==> src/hdl/assert_macros.svh <==
// Assertion macros used by the top-level RTL file of the serial line to frame parser.
`ifndef ASSERT_MACROS_SVH
`define ASSERT_MACROS_SVH

// Check a property on each rising edge, disabled while reset is held.
`define SLC_ASSERT_RST(lbl, clk, rstn, prop, msg) \
    lbl: assert property (@(posedge clk) disable iff (!(rstn)) prop) \
        else $error(msg);

// Check a property on each rising edge, including during reset.
`define SLC_ASSERT_ALWAYS(lbl, clk, prop, msg) \
    lbl: assert property (@(posedge clk) prop) else $error(msg);

`endif

==> src/hdl/slcan_pkg.sv <==
// Types, character codes and the hex digit decode shared by the line parser modules.
`default_nettype none

package slcan_pkg;

    // Line lengths and store addresses travel at a width that covers the largest line store.
    localparam int LEN_W = 7;
    typedef logic [LEN_W-1:0] len_t;

    // Received characters with a meaning of their own
    localparam logic [7:0] CH_BELL = 8'h07;
    localparam logic [7:0] CH_CR   = 8'h0D;
    localparam logic [7:0] CH_LO_Z = 8'h7A;
    localparam logic [7:0] CH_UP_Z = 8'h5A;
    localparam logic [7:0] CH_LO_T = 8'h74;
    localparam logic [7:0] CH_UP_T = 8'h54;
    localparam logic [7:0] CH_LO_R = 8'h72;
    localparam logic [7:0] CH_UP_R = 8'h52;
    localparam logic [7:0] CH_LO_A = 8'h61;
    localparam logic [7:0] CH_UP_A = 8'h41;
    localparam logic [7:0] CH_ZERO = 8'h30;

    localparam int ID_DIGITS_STD = 3;
    localparam int ID_DIGITS_EXT = 8;
    localparam logic [7:0] MAX_DLC = 8'd8;

    // Work handed from the front part to the back part
    typedef enum logic [1:0] {
        OP_WRITE,
        OP_OK,
        OP_BELL,
        OP_PARSE
    } op_kind_t;

    typedef struct packed {
        op_kind_t   kind;
        logic [7:0] char_val;  // character to store (write)
        len_t       idx;       // store address (write) or line length (parse)
        logic       ext;       // uppercase command letter (parse)
        logic       rtr;       // remote frame command letter (parse)
    } op_t;

    typedef enum logic [1:0] {
        EV_FRAME = 2'd0,
        EV_OK    = 2'd1,
        EV_BELL  = 2'd2
    } event_t;

    // One result item, last field in the lowest bits
    typedef struct packed {
        logic [63:0] payload;
        logic [3:0]  data_length;
        logic        remote_request;
        logic        extended_id;
        logic [31:0] frame_id;
        event_t      event_res;
    } result_t;

    // Map a character to its digit value, wrapping modulo 256
    function automatic logic [7:0] hex_value(input logic [7:0] c);
        logic [7:0] v;
        if (c >= CH_LO_A) begin
            v = c - CH_LO_A + 8'd10;
        end else if (c >= CH_UP_A) begin
            v = c - CH_UP_A + 8'd10;
        end else begin
            v = c - CH_ZERO;
        end
        return v;
    endfunction

endpackage

`default_nettype wire

==> src/hdl/slcan_front.sv <==
// Front part: accepts received characters, tracks the line length and classifies each item.
`default_nettype none

module slcan_front #(
    parameter int LINE_CHARS = 32
) (
    input  wire logic             aclk,
    input  wire logic             aresetn,
    input  wire logic             s_tvalid,
    output logic                  s_tready,
    input  wire logic [7:0]       s_tdata,
    input  wire logic             q_ready,
    output logic                  q_push,
    output slcan_pkg::op_t        q_op
);

    localparam int LW = $clog2(LINE_CHARS + 1);

    logic [LW-1:0] len_reg, len_next;
    logic [7:0]    first_reg, first_next;
    logic          accept;
    logic          letter_ok;
    logic          ext;
    logic          rtr;
    slcan_pkg::len_t min_len;

    assign s_tready = q_ready;
    assign accept   = s_tvalid && q_ready;

    // Decode the command letter from the first stored character
    always_comb begin
        letter_ok = (first_reg == slcan_pkg::CH_LO_T) || (first_reg == slcan_pkg::CH_UP_T) ||
                    (first_reg == slcan_pkg::CH_LO_R) || (first_reg == slcan_pkg::CH_UP_R);
        ext       = (first_reg == slcan_pkg::CH_UP_T) || (first_reg == slcan_pkg::CH_UP_R);
        rtr       = (first_reg == slcan_pkg::CH_LO_R) || (first_reg == slcan_pkg::CH_UP_R);
        min_len   = ext ? slcan_pkg::len_t'(slcan_pkg::ID_DIGITS_EXT + 2)
                        : slcan_pkg::len_t'(slcan_pkg::ID_DIGITS_STD + 2);
    end

    // Classify the item and push the resulting work
    always_comb begin
        len_next      = len_reg;
        first_next    = first_reg;
        q_push        = 1'b0;
        q_op          = '0;
        q_op.char_val = s_tdata;
        q_op.idx      = slcan_pkg::len_t'(len_reg);
        q_op.ext      = ext;
        q_op.rtr      = rtr;
        if (accept) begin
            priority if (s_tdata == slcan_pkg::CH_BELL) begin
                len_next  = '0;
                q_push    = 1'b1;
                q_op.kind = slcan_pkg::OP_BELL;
            end else if (s_tdata == slcan_pkg::CH_CR) begin
                len_next = '0;
                priority if (len_reg == '0 || first_reg == slcan_pkg::CH_LO_Z ||
                             first_reg == slcan_pkg::CH_UP_Z) begin
                    q_push    = 1'b1;
                    q_op.kind = slcan_pkg::OP_OK;
                end else if (letter_ok && slcan_pkg::len_t'(len_reg) >= min_len) begin
                    q_push    = 1'b1;
                    q_op.kind = slcan_pkg::OP_PARSE;
                end else begin
                    q_push = 1'b0;
                end
            end else if (len_reg < LW'(LINE_CHARS)) begin
                q_push    = 1'b1;
                q_op.kind = slcan_pkg::OP_WRITE;
                len_next  = len_reg + LW'(1);
                if (len_reg == '0) begin
                    first_next = s_tdata;
                end
            end else begin
                // drop the whole line on overflow
                len_next = '0;
            end
        end
    end

    always_ff @(posedge aclk) begin
        if (!aresetn) begin
            len_reg <= '0;
        end else begin
            len_reg <= len_next;
        end
        first_reg <= first_next;
    end

endmodule

`default_nettype wire

==> src/hdl/slcan_queue.sv <==
// Two-entry queue of classified work between the front and back parts.
`default_nettype none

module slcan_queue (
    input  wire logic           aclk,
    input  wire logic           aresetn,
    input  wire logic           push,
    input  wire slcan_pkg::op_t push_op,
    output logic                in_ready,
    output logic                out_valid,
    output slcan_pkg::op_t      out_op,
    input  wire logic           pop
);

    slcan_pkg::op_t entry_reg [2];
    logic           wr_ptr_reg, rd_ptr_reg;
    logic [1:0]     count_reg;

    assign in_ready  = (count_reg != 2'd2);
    assign out_valid = (count_reg != 2'd0);
    assign out_op    = entry_reg[rd_ptr_reg];

    // Store on push
    always_ff @(posedge aclk) begin
        if (push && in_ready) begin
            entry_reg[wr_ptr_reg] <= push_op;
        end
    end

    // Advance pointers and occupancy
    always_ff @(posedge aclk) begin
        if (!aresetn) begin
            wr_ptr_reg <= 1'b0;
            rd_ptr_reg <= 1'b0;
            count_reg  <= 2'd0;
        end else begin
            if (push && in_ready) begin
                wr_ptr_reg <= ~wr_ptr_reg;
            end
            if (pop && out_valid) begin
                rd_ptr_reg <= ~rd_ptr_reg;
            end
            count_reg <= count_reg + {1'b0, push && in_ready} - {1'b0, pop && out_valid};
        end
    end

endmodule

`default_nettype wire

==> src/hdl/slcan_back.sv <==
// Back part: owns the line store, walks a stored line to build a frame, drives the result item.
`default_nettype none

module slcan_back #(
    parameter int LINE_CHARS = 32
) (
    input  wire logic           aclk,
    input  wire logic           aresetn,
    input  wire logic           q_valid,
    input  wire slcan_pkg::op_t q_op,
    output logic                q_pop,
    output logic                m_tvalid,
    input  wire logic           m_tready,
    output slcan_pkg::result_t  m_res
);

    localparam int AW = $clog2(LINE_CHARS);

    typedef enum logic [1:0] {
        B_IDLE  = 2'b01,
        B_PARSE = 2'b10
    } bstate_t;

    logic [7:0] mem [LINE_CHARS];

    bstate_t            state_reg, state_next;
    logic [AW-1:0]      addr_reg, addr_next;
    logic [AW-1:0]      pos_reg, pos_next;
    logic               rd_ok_reg, rd_ok_next;
    logic [7:0]         rdata_reg;
    slcan_pkg::len_t    len_reg, len_next;
    logic               ext_reg, ext_next;
    logic               rtr_reg, rtr_next;
    logic [31:0]        id_reg, id_next;
    logic [3:0]         dlc_reg, dlc_next;
    logic [3:0]         hi_reg, hi_next;
    logic [63:0]        data_reg, data_next;
    logic               m_valid_reg, m_valid_next;
    slcan_pkg::result_t res_reg, res_next;

    logic          mem_we;
    logic          out_free;
    logic [AW-1:0] dg;
    logic [7:0]    hv;
    logic [AW-1:0] off;
    logic [2:0]    k;
    logic [7:0]    byte_val;
    logic [7:0]    need;

    assign m_tvalid = m_valid_reg;
    assign m_res    = res_reg;

    // Line store: one write port, one registered read port
    always_ff @(posedge aclk) begin
        if (mem_we) begin
            mem[q_op.idx[AW-1:0]] <= q_op.char_val;
        end
        rdata_reg <= mem[addr_reg];
    end

    // Per-character decode of the walked line
    always_comb begin
        out_free = !m_valid_reg || m_tready;
        dg       = ext_reg ? AW'(slcan_pkg::ID_DIGITS_EXT) : AW'(slcan_pkg::ID_DIGITS_STD);
        hv       = slcan_pkg::hex_value(rdata_reg);
        off      = pos_reg - dg - AW'(2);
        k        = off[3:1];
        byte_val = {hi_reg, 4'h0} + hv;
        need     = 8'(dg) + 8'd2 + {hv[6:0], 1'b0};
    end

    // Sequence the work items and the line walk
    always_comb begin
        state_next   = state_reg;
        addr_next    = addr_reg;
        pos_next     = pos_reg;
        rd_ok_next   = rd_ok_reg;
        len_next     = len_reg;
        ext_next     = ext_reg;
        rtr_next     = rtr_reg;
        id_next      = id_reg;
        dlc_next     = dlc_reg;
        hi_next      = hi_reg;
        data_next    = data_reg;
        res_next     = res_reg;
        m_valid_next = m_valid_reg && !m_tready;
        q_pop        = 1'b0;
        mem_we       = 1'b0;

        unique case (state_reg)
            B_IDLE: begin
                if (q_valid) begin
                    unique case (q_op.kind)
                        slcan_pkg::OP_WRITE: begin
                            mem_we = 1'b1;
                            q_pop  = 1'b1;
                        end
                        slcan_pkg::OP_OK, slcan_pkg::OP_BELL: begin
                            if (out_free) begin
                                q_pop        = 1'b1;
                                m_valid_next = 1'b1;
                                res_next     = '0;
                                res_next.event_res = (q_op.kind == slcan_pkg::OP_OK) ?
                                                     slcan_pkg::EV_OK : slcan_pkg::EV_BELL;
                            end
                        end
                        slcan_pkg::OP_PARSE: begin
                            if (!m_valid_reg) begin
                                q_pop      = 1'b1;
                                len_next   = q_op.idx;
                                ext_next   = q_op.ext;
                                rtr_next   = q_op.rtr;
                                addr_next  = AW'(1);
                                rd_ok_next = 1'b0;
                                id_next    = '0;
                                data_next  = '0;
                                state_next = B_PARSE;
                            end
                        end
                    endcase
                end
            end
            B_PARSE: begin
                // issue the next read while the previous character is decoded
                addr_next  = addr_reg + AW'(1);
                pos_next   = addr_reg;
                rd_ok_next = 1'b1;
                if (rd_ok_reg) begin
                    priority if (pos_reg <= dg) begin
                        id_next = {id_reg[27:0], 4'h0} + 32'(hv);
                    end else if (pos_reg == dg + AW'(1)) begin
                        priority if (hv > slcan_pkg::MAX_DLC) begin
                            state_next = B_IDLE;
                        end else if (rtr_reg || hv == 8'd0) begin
                            m_valid_next            = 1'b1;
                            res_next.event_res      = slcan_pkg::EV_FRAME;
                            res_next.frame_id       = id_reg;
                            res_next.extended_id    = ext_reg;
                            res_next.remote_request = rtr_reg;
                            res_next.data_length    = hv[3:0];
                            res_next.payload        = '0;
                            state_next              = B_IDLE;
                        end else if (8'(len_reg) < need) begin
                            state_next = B_IDLE;
                        end else begin
                            dlc_next = hv[3:0];
                        end
                    end else begin
                        if (!off[0]) begin
                            hi_next = hv[3:0];
                        end else begin
                            data_next[{3'd7 - k, 3'b000} +: 8] = byte_val;
                            if ({1'b0, k} == dlc_reg - 4'd1) begin
                                m_valid_next            = 1'b1;
                                res_next.event_res      = slcan_pkg::EV_FRAME;
                                res_next.frame_id       = id_reg;
                                res_next.extended_id    = ext_reg;
                                res_next.remote_request = rtr_reg;
                                res_next.data_length    = dlc_reg;
                                res_next.payload        = data_next;
                                state_next              = B_IDLE;
                            end
                        end
                    end
                end
            end
            default: begin
                state_next = B_IDLE;
            end
        endcase
    end

    always_ff @(posedge aclk) begin
        if (!aresetn) begin
            state_reg   <= B_IDLE;
            m_valid_reg <= 1'b0;
            rd_ok_reg   <= 1'b0;
        end else begin
            state_reg   <= state_next;
            m_valid_reg <= m_valid_next;
            rd_ok_reg   <= rd_ok_next;
        end
        addr_reg <= addr_next;
        pos_reg  <= pos_next;
        len_reg  <= len_next;
        ext_reg  <= ext_next;
        rtr_reg  <= rtr_next;
        id_reg   <= id_next;
        dlc_reg  <= dlc_next;
        hi_reg   <= hi_next;
        data_reg <= data_next;
        res_reg  <= res_next;
    end

endmodule

`default_nettype wire

==> src/hdl/slcan_line_to_can_frame.sv <==
// Top level: serial character stream in, decoded frame and status items out.
//
//  channel   dir  tdata fields (lowest bit up)                       tuser           tlast
//  s_ (rx)   in   rx_byte[7:0]                                       -               -
//  m_ (res)  out  frame_id[31:0] extended_id[32] remote_request[33]  event_res[1:0]  -
//                 data_length[37:34] payload[101:38], zero fill[103:102]
//
// A character enters while the queue has room; the back part stores it from the queue.
// For a carriage return that parses, the back part walks the stored line through the
// single read port of the line store, at most 25 characters.
// Reset (aresetn low, synchronous) empties the queue and the line and clears result valid.
// A stalled result blocks only further results; characters keep entering until the
// two-entry queue fills.
`default_nettype none
`include "assert_macros.svh"

module slcan_line_to_can_frame #(
    parameter int LINE_CHARS = 32
) (
    input  wire logic         aclk,
    input  wire logic         aresetn,
    input  wire logic         s_tvalid,
    output logic              s_tready,
    input  wire logic [7:0]   s_tdata,   // rx_byte[7:0]
    output logic              m_tvalid,
    input  wire logic         m_tready,
    output logic [103:0]      m_tdata,   // frame_id, extended_id, remote_request,
                                         // data_length, payload, zero fill
    output logic [1:0]        m_tuser    // event_res
);

    logic               q_ready;
    logic               q_push;
    slcan_pkg::op_t     q_in_op;
    logic               q_valid;
    slcan_pkg::op_t     q_out_op;
    logic               q_pop;
    slcan_pkg::result_t m_res;
    logic               res_status;
    logic               res_frame;
    logic               status_empty;

    slcan_front #(
        .LINE_CHARS (LINE_CHARS)
    ) u_front (
        .aclk     (aclk),
        .aresetn  (aresetn),
        .s_tvalid (s_tvalid),
        .s_tready (s_tready),
        .s_tdata  (s_tdata),
        .q_ready  (q_ready),
        .q_push   (q_push),
        .q_op     (q_in_op)
    );

    slcan_queue u_queue (
        .aclk      (aclk),
        .aresetn   (aresetn),
        .push      (q_push),
        .push_op   (q_in_op),
        .in_ready  (q_ready),
        .out_valid (q_valid),
        .out_op    (q_out_op),
        .pop       (q_pop)
    );

    slcan_back #(
        .LINE_CHARS (LINE_CHARS)
    ) u_back (
        .aclk     (aclk),
        .aresetn  (aresetn),
        .q_valid  (q_valid),
        .q_op     (q_out_op),
        .q_pop    (q_pop),
        .m_tvalid (m_tvalid),
        .m_tready (m_tready),
        .m_res    (m_res)
    );

    // Pack the frame fields into tdata, the event kind into tuser
    assign m_tdata = {2'b00, m_res.payload, m_res.data_length, m_res.remote_request,
                      m_res.extended_id, m_res.frame_id};
    assign m_tuser = m_res.event_res;

    // Classify the offered result for the checks below
    assign res_frame    = m_tvalid && (m_res.event_res == slcan_pkg::EV_FRAME);
    assign res_status   = m_tvalid && (m_res.event_res != slcan_pkg::EV_FRAME);
    assign status_empty = (m_res.frame_id == 32'd0) && (m_res.payload == 64'd0) &&
                          (m_res.data_length == 4'd0);

    // Status items carry no frame content
    `SLC_ASSERT_RST(a_status_clean, aclk, aresetn, res_status |-> status_empty, "status item with frame content")
    // Decoded frames never exceed eight data bytes
    `SLC_ASSERT_RST(a_dlc_range, aclk, aresetn, res_frame |-> (m_res.data_length <= 4'd8), "frame length above eight")
    // Remote frames carry an empty payload
    `SLC_ASSERT_RST(a_remote_empty, aclk, aresetn, (res_frame && m_res.remote_request) |-> (m_res.payload == 64'd0), "remote frame with payload")
    // No result is offered right after reset
    `SLC_ASSERT_ALWAYS(a_reset_quiet, aclk, (!aresetn) |=> (!m_tvalid), "result valid after reset")

endmodule

`default_nettype wire
==> config.mk <==
export PLATFORM = sky130hd
export DESIGN_NAME = slcan_line_to_can_frame
export DESIGN_NICKNAME = d
export VERILOG_FILES = /design/src/hdl/slcan_pkg.sv /design/src/hdl/slcan_front.sv /design/src/hdl/slcan_queue.sv /design/src/hdl/slcan_back.sv /design/src/hdl/slcan_line_to_can_frame.sv
export VERILOG_INCLUDE_DIRS = /design/src /design/src/hdl
export SDC_FILE = /design/constraint.sdc
export NUM_CORES = 1
export LEC_CHECK = 0
export BUFFER_PORTS_ARGS = -buffer_cell sky130_fd_sc_hd__buf_2
export CAP_MARGIN = 10
export CELL_PAD_IN_SITES_DETAIL_PLACEMENT = 1
export CELL_PAD_IN_SITES_GLOBAL_PLACEMENT = 2
export CORE_ASPECT_RATIO = 0.9
export CORE_UTILIZATION = 40
export CTS_BUF_LIST = sky130_fd_sc_hd__clkbuf_4 sky130_fd_sc_hd__clkbuf_8
export CTS_CLUSTER_SIZE = 24
export DETAILED_ROUTE_END_ITERATION = 6
export GPL_ROUTABILITY_DRIVEN = 0
export PLACE_DENSITY = 0.82
export SLEW_MARGIN = 20
export SYNTH_ARGS = -nofsm -noshare
export SYNTH_HDL_FRONTEND = slang
export SYNTH_HIERARCHICAL = 1
export SYNTH_SLANG_ARGS = --single-unit
==> constraint.sdc <==
create_clock -name aclk -period 6.8 [get_ports aclk]
set_input_delay 1.36 -clock aclk [delete_from_list [all_inputs] [get_ports aclk]]
set_output_delay 1.36 -clock aclk [all_outputs]
set_load 0.03 [all_outputs]
Word level (Yosys, flattened, before mapping)
Memories as Yosys holds them, arrays and structs flattened. A register that Yosys moved wholly into a read port is not among the register bits.
Cells that the tools add are included.
W data, S select, Z words.
{ "op_classes": {"add_sub_neg": 19, "n_lt_le_gt_ge": 7, "n_eq_ne": 31, "shift": 2, "n_mux": 90, "bitwise": 11, "reduce_logical": 31} }
{ "ops": {"columns": ["op", "count"], "rows": [
  ["$mux W104", 10],
  ["$mux W64", 7],
  ["$pmux W104 S2", 1],
  ["$mux W32", 5],
  ["$pmux W64 S2", 1],
  ["$bwmux W64", 1],
  ["$pmux W32 S2", 1],
  ["$shift A8 B8 Y64 const A", 1],
  ["$shiftx A8 B8 Y64", 1],
  ["$eq A8 B7 Y1 const B", 6],
  ["$mux W2", 17],
  ["$add A32 B8 Y32", 1],
  ["$mux W1", 32],
  ["$mux W6", 3],
  ["$add A8 B4 Y8 const B", 2],
  ["$add A8 B8 Y8", 2],
  ["$ge A8 B7 Y1 const B", 2],
  ["$mux W8", 2],
  ["$reduce_and A8 Y1", 2],
  ["$sub A8 B7 Y8 const B", 2],
  ["$mux W5", 3],
  ["$ne A2 B2 Y1 const B", 7],
  ["$not A1 Y1", 11],
  ["$add A5 B1 Y5 const B", 2],
  ["43 further kinds", 69]
]} }
{ "word_totals": {"regBits": 249, "ram_bits": 292, "inputBits": 12, "out_inout_bits": 108, "elab_cells": 216, "n_memories": 2} }
{ "mem_list": {"columns": ["name", "depth", "word_bits", "read_ports", "rd_clocked_by_memory_dff", "write_ports", "line_no", "text"], "rows": [
  ["u_back.mem", 32, 8, 1, 1, 1, "slcan_back.sv:24", "logic [7:0] mem [LINE_CHARS];"],
  ["u_queue.entry_reg", 2, 18, 1, 1, 1, "slcan_queue.sv:15", "slcan_pkg::op_t entry_reg [2];"]
]} }

Longest topological paths before layout
Gate-level depths: netlist (run 1).
{ "logic_depth": {"ltp_word": 13, "depth_mapped": 20, "mapped_depth_nobuf": 20} }

Cells and area by module
Netlist (run 1), hierarchy kept.
{ "by_module_without_submodules": {"columns": ["mod", "instances", "cells_per_inst", "area_each_um2", "seq_area_each_um2"], "rows": [
  ["slcan_back", 1, 1342, 21297.9, 14744.1],
  ["slcan_queue", 1, 83, 1659.1, 1241.2],
  ["slcan_front", 1, 93, 909.6, 360.3],
  ["slcan_line_to_can_frame", 1, 3, 18.8, 0.0]
]} }

Worst setup path after synthesis (run 1)
Ideal clock, no wire load.
{ "synth_path": {"kind": "register to register", "from": "register u_back.ext_reg", "to": "register u_back.res_reg (netlist bit u_back/m_res[0]) (enable)", "setup_ns": 0.568, "arrival_time_ns": 6.703, "t_required_ns": 6.232, "setup_slack_ns": -0.471, "stages_incl_launch_ff": 13, "path_buffers": 0, "synth_period_minus_slack_ns": 7.271, "cell_sequence": "edfxtp_1 -> inv_1 -> ha_1 -> inv_1 -> ha_1 -> inv_1 -> fa_1 -> xnor2_1 -> xnor2_1 -> a31oi_1 -> o41ai_1 -> nand2_1 -> nor2_1"} }
{ "synth_via": {"elab_chain_cells": 6, "word_cells_on_any_way": 13, "classes_between": "add/sub: 3; order compare: 1; eq/ne: 7; mux: 1; reduce/logical: 1"} }
{ "synth_rtl": {"columns": ["element", "line_no", "text"], "rows": [
  ["start, declared", "slcan_back.sv:32", "logic ext_reg, ext_next;"],
  ["start signal, assigned", "slcan_back.sv:186", "ext_reg <= ext_next;"],
  ["$mux W4 (*)", "slcan_back.sv:64", "dg = ext_reg ? AW'(slcan_pkg::ID_DIGITS_EXT) : AW'(slcan_pkg::ID_DIGITS_STD);"],
  ["$sub A4 B4 Y4", "slcan_back.sv:66", "off = pos_reg - dg - AW'(2);"],
  ["$sub A4 B2 Y4", "slcan_back.sv:66", null],
  ["$eq A3 B4 Y1", "slcan_back.sv:153", "if ({1'b0, k} == dlc_reg - 4'd1) begin"],
  ["$ne A3 B1 Y1 (no line)", null, null],
  ["$reduce_and A10 Y1 (no line) (*)", null, null],
  ["end signal, assigned", "slcan_back.sv:192", "res_reg <= res_next;"],
  ["end, declared", "slcan_back.sv:39", "slcan_pkg::result_t res_reg, res_next;"]
]} }
Every way passes the cells marked *; elsewhere a longest branch is shown, timed or not.
A chain may end at the register's enable or synchronous reset.

Worst setup path after layout (run 1)
{ "layout_path": {"from": "register u_back.rdata_reg[4] (read register of u_back.mem)", "to": "register u_back.dlc_reg[0] (enable)"} }
{ "layout_via": {"elab_chain_cells": 8, "word_cells_on_any_way": 18, "classes_between": "add/sub: 6; order compare: 4; mux: 2; bitwise: 3; reduce/logical: 3"} }
{ "layout_rtl": {"columns": ["element", "line_no", "text"], "rows": [
  ["start, declared", "slcan_back.sv:30", "logic [7:0] rdata_reg;"],
  ["$sub A8 B7 Y8", "slcan_pkg.sv:65", "v = c - CH_UP_A + 8'd10;"],
  ["$add A8 B4 Y8", "slcan_pkg.sv:65", null],
  ["$mux W8", "slcan_pkg.sv:64", "end else if (c >= CH_UP_A) begin"],
  ["$mux W8 (*)", "slcan_pkg.sv:62", "if (c >= CH_LO_A) begin"],
  ["$add A8 B8 Y8 / $logic_not A8 Y1 (equally long branches)", "slcan_back.sv:69, slcan_back.sv:134", null],
  ["$lt A7 B8 Y1 / $logic_or A1 B1 Y1 (equally long branches)", "slcan_back.sv:143, slcan_back.sv:134", null],
  ["$not A1 Y1 (no line)", null, null],
  ["$reduce_and A7 Y1 (no line) (*)", null, null],
  ["end signal, assigned", "slcan_back.sv:189", "dlc_reg <= dlc_next;"],
  ["end, declared", "slcan_back.sv:35", "logic [3:0] dlc_reg, dlc_next;"]
]} }
Marks and branches as above.

==> results of run 1 <==
## synth_stat cells (all sizes together), types with 3 or more instances
| library cell | number |
|---|---|
| nor2b | 93 |
| nor4 | 6 |
| mux2 | 29 |
| dfxtp | 23 |
| xor2 | 15 |
| o31ai | 9 |
| mux2i | 11 |
| nand2 | 108 |
| and2 | 102 |
| a211oi | 4 |
| a41oi | 3 |
| a31oi | 8 |
| fa | 3 |
| or3 | 9 |
| and3 | 11 |
| inv | 39 |
| nand3b | 5 |
| ha | 49 |
| nor2 | 73 |
| nor3 | 21 |
| nand4 | 4 |
| a21o | 8 |
| buf | 30 |
| a21oi | 33 |
| o211ai | 4 |
| o211a | 8 |
| a21boi | 9 |
| nor4b | 3 |
| mux4 | 80 |
| nand3 | 21 |
| o21a | 3 |
| a211o | 3 |
| xnor2 | 30 |
| nand2b | 7 |
| nand4b | 3 |
| clkbuf | 47 |
| and4 | 4 |
| nor3b | 6 |
| o21ai | 38 |
| edfxtp | 529 |
## where the power goes
part / leakage [nW] / total, mW / internal [mW] / switching [mW]
clock: 0.907 / 2.78 / 1.50 / 1.29
combinational: 3.47 / 2.71 / 0.813 / 1.90
sequential: 5.05 / 4.81 / 4.54 / 0.273
total: 9.43 / 10.3 / 6.85 / 3.46
## kinds of logic (layout without fill, tap and decap cells)
| logic type | count (synthesis) | in the layout | synth area share (%) |
|---|---|---|---|
| xor gates and xnor gates | 45 | 45 | 1.68 |
| adders and majority gates | 53 | 53 | 2.86 |
| other | 2 | 4 | 0.0314 |
| DFF | 552 | 552 | 68.4 |
| buffers and inverters | 116 | 331 | 2.21 |
| and+or+nand+nor | 486 | 486 | 11.0 |
| AOI/OAI and AO/OA | 147 | 147 | 4.27 |
| muxes | 120 | 120 | 9.53 |
## per-layer routing
layer | up-vias | GRT usage (%) | part of all wire [%]
met4 | 0 | 5.64 | 2.0
met2 | 311 | 27.6 | 47
met1 | 6885 | 24.7 | 47
met3 | 90 | 3.55 | 4.3
met5 | - | 0 | 0
li1 | 6049 | - | -
## worst max-delay path by stage
stage / from / to / slack [ns] / cells after the start
after floorplan: u_back/ext_reg / u_back/m_res[0] / 1.27 / 12
after global placement: u_back/rdata_reg[4] / u_back/dlc_reg[0] / 2.18 / 17
after detailed placement: u_back/rdata_reg[4] / u_back/dlc_reg[0] / 1.89 / 17
after CTS: u_back/rdata_reg[4] / u_back/dlc_reg[0] / 1.90 / 17
after global routing: u_back/rdata_reg[4] / u_back/dlc_reg[0] / 1.50 / 17
final: u_back/rdata_reg[4] / u_back/dlc_reg[0] / 1.81 / 17
## cells in the final DEF, fill, tap and decap left out, types with 7 or more instances in the layout
master / count
nor2_1: 72
and3_1: 11
a21oi_1: 33
a21o_1: 8
clkbuf_4: 30
nand3_1: 20
ha_1: 48
o21ai_0: 38
buf_2: 117
mux4_2: 80
nand2b_1: 7
inv_1: 39
nor3_1: 21
buf_4: 15
a31oi_1: 8
or3_1: 9
clkbuf_8: 92
edfxtp_1: 529
mux2_4: 10
xnor2_1: 29
mux2i_1: 11
nor2b_1: 93
and2_1: 102
nand2_1: 108
clkinv_1: 29
dfxtp_1: 23
mux2_2: 19
xor2_1: 15
o211a_1: 8
o31ai_1: 9
## critical path, stage by stage, from the launching register on
cell       delay (ns)
dfxtp_1          0.45
inv_1            0.16
ha_1             0.31
o21ai_0          0.27
o221ai_1         0.28
a21oi_1          0.69
inv_1            0.25
ha_1             0.30
ha_1             0.22
a21oi_1          0.16
nor2_1           0.07
xnor2_1          0.13
ha_1             0.30
and4_1           0.18
o21ai_0          0.10
a211oi_1         0.26
o2111ai_2        0.23
nor2_1           0.30
## metrics by stage
step | cells | setup slack (ns) | power [mW] | instance area, µm² | hold WS (ns)
5_1_grt | 2512 | 1.50 | 10.8 | 26900 | 0.468
3_3_place_gp | 2351 | 2.18 | 7.49 | 25200 | 0.434
3_5_place_dp | 2351 | 1.89 | 7.62 | 25200 | 0.449
6_report | 2512 | 1.81 | 10.3 | 26900 | 0.458
4_1_cts | 2511 | 1.90 | 10.4 | 26900 | 0.461
2_1_floorplan | 1522 | 1.27 | 6.68 | 23900 | 0.424
## layout make-up
cell class	instances	area, µm²	share of cell area (%)
Multi-Input combinational cell	854	7060	26.2
Clock inverter	38	225	0.836
Antenna cell	1	2.50	0.00929
Timing Repair Buffer	132	698	2.59
Tap cell	774	968	3.60
Clock buffer	122	1490	5.54
Sequential cell	552	16300	60.7
Inverter	39	146	0.544
==> impl_results.md, run 1 <==
- Iter 0 DRT Violations: between 900 and 1000
- Worst R2R Setup Slack: 1.81 ns
- Setup_tns: 0 ns
- WL/cell: 21.2 µm
- Leak: 9.43 nW
- Final worst-path cycle share: 73.5%
- Top-area cell type share of the netlist area: between 60 and 70%
- Port buffer count: 117
- Synth Area per Inst: 15.7 µm²
- Number of flops mapped to enable cells by yosys: between 500 and 600
- P&R area growth vs syn: 12.8%
- Max clock buf depth: 3
- Share of cells above drive strength 1: between 20% and 30%
- Hold Vio Cnt, Final: 0
- DP Wirelength: 35.2 mm
- Final wirelength: 53.2 mm
- Post-CTS Resized: 0
- YS warnings: 6
- Largest register FFs: between 200 and 300
- Main area contributors after synthesis: edfxtp_1, mux4_2, and2_1
- Clock Skews: 0.0310 ns
- Worst-Margin Slew: 1.07 ns
- Status: finished, final reports clean
- Synthesis-stage register bit count: 552
- I/O Pins: 120
- Total GRT Usage: around 18%
- CTS tree: built
- Clk sink count: 552
- Initial antenna violation count: 1
- Clk slew on worst S/H paths: 0.06 ns
- Worst vdd ir: 0.230 mV
- Fraction of registers with async set/reset: 0%
- Finish-stage setup viols: 0
- Slew margin rel.: 28.6%
- Post-route ant nets: 0
- Die ar.: between 60000 and 70000 µm²
- First-pass GRT wire length: about 81 mm
- Critical Path AT: approximately 5.3 ns
- Grt ovf: 0
- Die Wd: 260 µm
- DRT Pass-1 Iters: 5
- Max-Cap Viols: 0
- CTS Buf Count: between 90 and 100
- Critical path peak fanout: 8
- Cell Area, Synth: 23900 µm²
- R2R depth: 17
- FP Rows: 84
- Largest area contributor in the netlist: edfxtp_1
- Critical path data required time: about 7 ns
- Synth Instances: 1521
- Layout Utilization: ~46%
- Power density over the cells: 382 nW/µm²
- Vias in the first global route: around 14000
- Vias per inst: 5.31
- Die height: roughly 230 µm
- Root buf cell: clkbuf_8
- Vias: approximately 13000
- Post-synth cell types: 78
- Final Max Tran Viols: 0
- Crit path kind: reg2reg
- Worst setup EP type: register
- H-tree depth: 3
- Worst flop-to-flop path endpoint: u_back/dlc_reg[0]
- Largest net degree at the start of global routing: 87
- Clk_lat worst skew: about 0.68 ns
- Reg-to-reg critical path startpoint: u_back/rdata_reg[4]
- Post-layout minimum cycle time: 4.99 ns
- WHS Endpoint: u_back/pos_reg[2]
- Crit start category: register
- Hold buffer count at cts: 0
- Hold Path Class: reg2reg
- Peak Freq: 200 MHz
- Critical hold path startpoint: u_back/addr_reg[2]
- Remaining routing DRC violations: 0
- Hold Path Stages: 0
- Filler Cell Count: 5827
- RSZ-0062 raised after global routing: no
- Setup Fix Bufs, Post-CTS: 0
- Nets: 1734
- Initial Util: 40.7%
- Core area: 58800 µm²
- Main flop type after synthesis: edfxtp_1
- Part of the Yosys area used for sequential elements: between 60% and 70%
Power figures use the tool's default switching activity.
==> inputs of run 2 (changes only) <==
--- a/config.mk
+++ b/config.mk
@@ -6,17 +6,18 @@
 export SDC_FILE = /design/constraint.sdc
 export NUM_CORES = 1
 export LEC_CHECK = 0
+export ABC_AREA = 1
 export BUFFER_PORTS_ARGS = -buffer_cell sky130_fd_sc_hd__buf_2
 export CAP_MARGIN = 10
 export CELL_PAD_IN_SITES_DETAIL_PLACEMENT = 1
 export CELL_PAD_IN_SITES_GLOBAL_PLACEMENT = 2
 export CORE_ASPECT_RATIO = 0.9
-export CORE_UTILIZATION = 40
+export CORE_UTILIZATION = 39
 export CTS_BUF_LIST = sky130_fd_sc_hd__clkbuf_4 sky130_fd_sc_hd__clkbuf_8
 export CTS_CLUSTER_SIZE = 24
 export DETAILED_ROUTE_END_ITERATION = 6
 export GPL_ROUTABILITY_DRIVEN = 0
-export PLACE_DENSITY = 0.82
+export PLACE_DENSITY = 0.86
 export SLEW_MARGIN = 20
 export SYNTH_ARGS = -nofsm -noshare
 export SYNTH_HDL_FRONTEND = slang
==> constraint.sdc (replaced) <==
create_clock -name aclk -period 4 [get_ports aclk]
set_input_delay 0.8 -clock aclk [delete_from_list [all_inputs] [get_ports aclk]]
set_output_delay 0.8 -clock aclk [all_outputs]
set_load 0.03 [all_outputs]
==> run 2 against run 1 <==
Sequential power grew 72%. Clock power is 82% higher. Final cell count rose by 24%. Critical path depth rose by 6. Non-clock buffer count grew 55. Design area rose by 2.8%. Global-route usage up 2.5 points. Clock-buffer cell count increased by 3. Synthesized area grew 0.65%. Setup slack got worse by 1.5 ns.
==> impl_results.md, run 2 <==
- Critical path data required time: 4.34 ns (was 7.14 ns)
- Worst vdd ir: 0.504 mV (was 0.230 mV)
- Max clock buf depth: 3 (unchanged)
- Post-synth cell types: 60 (was 78)
- Synth Instances: 2071 (was 1521)
- Vias in the first global route: 17400 (was 13800)
- Remaining routing DRC violations: 0 (unchanged)
- Sw power: 7.00 mW (was 3.46 mW)
- Worst setup EP type: register (unchanged)
- Tot Pwr: 19.1 mW (was 10.3 mW)
- Initial antenna violation count: 1 (unchanged)
- DP Wirelength: 40.9 mm (was 35.2 mm)
- Peak Freq: 269 MHz (was 200 MHz)
- H-tree depth: 3 (unchanged)
- CTS Buf Count: 91 (unchanged)
- List of most frequent post-synthesis cells: edfxtp_1, nor2_1, nand2_1 (was edfxtp_1, nand2_1, and2_1)
- Commonest non-fill, non-tap cell in the layout: edfxtp_1 (unchanged)
- Root buf cell: clkbuf_8 (unchanged)
- Clock Power Share: 26.4% (was 27.0%)
- Number of flops mapped to enable cells by yosys: 529 (unchanged)
- Hold Vio Cnt, Final: 0 (unchanged)
- Largest area contributor in the netlist: edfxtp_1 (unchanged)
- FP Rows: 85 (was 84)
- CP endpoint: u_back/dlc_reg[3] (was u_back/dlc_reg[0])
- Die height: 238 µm (was 234 µm)
- Top-area cell type share of the netlist area: 66.1% (was 66.5%)
- Final wirelength: 62.3 mm (was 53.2 mm)
- Share of cells above drive strength 1: 19.2% (was 22.6%)
- Cell Area, Placed: 25800 µm² (was 25200 µm²)
- P&R area growth vs syn: 15.2% (was 12.8%)
- Critical Path Start: u_back/rdata_reg[4] (unchanged)
- Sequential power share: 43.2% (was 46.7%)
- Cell Area, Synth: 24000 µm² (was 23900 µm²)
- Synth Area per Inst: 11.6 µm² (was 15.7 µm²)
- YS warnings: 6 (unchanged)
- Reg-to-reg critical path startpoint: u_back/rdata_reg[4] (unchanged)
- Clk slew on worst S/H paths: 0.06 ns (about the same)
- Worst-Margin Slew: 1.03 ns (was 1.07 ns)
- R2R depth: 23 (was 17)
- Finish-stage setup viols: 0 (unchanged)
- Slew margin rel.: 31.5% (was 28.6%)
- Leak: 10.3 nW (was 9.43 nW)
- Fraction of registers with async set/reset: 0% (unchanged)
- Clock Skews: 0.0380 ns (was 0.0310 ns)
- Power density over the cells: 690 nW/µm² (was 382 nW/µm²)
- Critical path peak fanout: 7 (was 8)
- Synthesis-stage register bit count: 552 (unchanged)
- Crit start category: register (unchanged)
- WL/cell: 20.0 µm (was 21.2 µm)
- Nets: 2318 (was 1734)
- Setup_tns: 0 ns (unchanged)
- Main flop type after synthesis: edfxtp_1 (unchanged)
- Initial Util: 39.8% (was 40.7%)
- Vias: 16400 (was 13300)
- CTS tree: built (unchanged)
- Count leader, synth: edfxtp_1 (unchanged)
- Largest register FFs: 256 (unchanged)
- Max-Cap Viols: 0 (unchanged)
- DRT Pass-1 Iters: 5 (unchanged)
- Commonest non-fill, non-tap cells in the layout: edfxtp_1, nor2_1, nand2_1 (was edfxtp_1, buf_2, nand2_1)
- First-pass GRT wire length: 98.2 mm (was 81.3 mm)
- Internal: 12.1 mW (was 6.85 mW)
- Die ar.: 62600 µm² (was 60700 µm²)
- Die Wd: 264 µm (was 260 µm)
- Status: finished, final reports clean (unchanged)
- Iter 0 DRT Violations: 1325 (was 921)
- Final Max Tran Viols: 0 (unchanged)
- Total GRT Usage: 20.1% (was 17.6%)
- Final worst-path cycle share: 92.9% (was 73.5%)
- Finished Cell Area: 27700 µm² (was 26900 µm²)
- Part of the Yosys area used for sequential elements: 68.0% (was 68.4%)
- Worst R2R Setup Slack: 0.28 ns (was 1.81 ns)
- Port buffer count: 117 (unchanged)
- Main area contributors after synthesis: edfxtp_1, nor2_1, o21ai_0 (was edfxtp_1, mux4_2, and2_1)
- Comb pwr share: 30.4% (was 26.3%)
- Sw Ratio: 36.7% (was 33.5%)
- Clk sink count: 552 (unchanged)
- Core area: 60400 µm² (was 58800 µm²)
- Crit path kind: reg2reg (unchanged)
- Clk_lat worst skew: 0.69 ns (was 0.68 ns)
- Largest net degree at the start of global routing: 133 (was 87)
- Critical Path AT: 4.06 ns (was 5.34 ns)
- Vias per inst: 5.28 (was 5.31)
- Hold Path Class: in2reg (was reg2reg)
- Worst flop-to-flop path endpoint: u_back/dlc_reg[3] (was u_back/dlc_reg[0])
- I/O Pins: 120 (unchanged)
- Grt ovf: 0 (unchanged)
- Post-layout minimum cycle time: 3.72 ns (was 4.99 ns)
- Post-route ant nets: 0 (unchanged)
run 2: power by group through the flow:
stage,clock network [mW],logic [mW],registers (mW)
2_1_floorplan,0,2.67,9.49
3_3_place_gp,0,5.61,8.33
3_5_place_dp,0,5.83,8.37
4_1_cts,5.18,5.86,8.26
5_1_grt,5.41,6.30,8.34
6_report,5.05,5.81,8.25
run 2: logic make-up (layout without fill, tap and decap cells):
logic type               Yosys count  in the layout  share of synthesized area, %
adder cells (fa/ha/maj)           52             52                          2.80
flip-flops                       552            552                          68.0
XOR/XNOR                          19             19                         0.723
AO/OA/AOI/OAI                    368            368                          8.81
buffers and inverters            280            537                          4.76
multiplexers                      21             21                          1.13
other                              2              4                        0.0312
AND/OR/NAND/NOR                  777            777                          13.8
run 2: timing repair:
action,in CTS,in global routing
hold buffers,0,0
endpoints found under the setup margin,0,14
setup buffers,0,0
gates resized for setup,0,15
run 2: cell type report:
class	count	area (µm²)
fillers	6487	32700
flip-flops and latches	552	16400
multi-input cells	1240	6660
clock buffers	125	1530
repair buffers	187	1160
well taps	783	980
inverters	182	684
clock inverters	43	320
diodes	1	2.50
run 2: through the flow:
| step | hold WS, ns | setup slack, ns | cells | util, % |
|---|---|---|---|---|
| finish | 0.350 | 0.282 | 3113 | 45.8 |
| global route | 0.318 | -0.000974 | 3113 | 45.8 |
| CTS | 0.292 | 0.127 | 3112 | 45.8 |
| detailed placement | 0.487 | 0.123 | 2944 | 42.7 |
| global placement | 0.474 | 0.347 | 2944 | 42.7 |
| floorplan | 0.448 | -1.15 | 2072 | - |
run 2: how the worst min path moves through the flow:
stage,startpoint,end,depth (start not counted)
3_3_place_gp,u_back/state_reg[1],u_back/state_reg[1],2
4_1_cts,s_tdata[6],u_front/first_reg[6],1
6_report,s_tdata[4],u_queue/entry_reg[0][13],1
2_1_floorplan,u_front/len_reg[4],u_queue/entry_reg[0][6],0
3_5_place_dp,u_back/state_reg[1],u_back/state_reg[1],2
5_1_grt,s_tdata[7],u_front/first_reg[7],1
run 2: layer usage:
layer  vias up  wire (µm)  track usage (%)
met3       128       3280             3.54
met2       433      29400             32.2
met5         -          0                0
li1       7619          -                -
met1      8261      27900             27.4
met4         0       1770             7.34
run 2: critical path, stage by stage, from the launching register on:
cell	delay, ns
dfxtp_4	0.38
inv_1	0.10
ha_1	0.23
inv_1	0.07
nor2_2	0.05
nand2_2	0.10
nand2_2	0.08
nor2_4	0.12
nand2_2	0.06
nand2_1	0.07
nand2_2	0.12
inv_1	0.12
ha_1	0.15
inv_1	0.04
ha_1	0.19
ha_1	0.22
a21oi_1	0.17
nor2_1	0.08
xor2_1	0.16
ha_1	0.30
a21oi_1	0.07
nor2_1	0.13
nand3_2	0.09
nor2_1	0.29
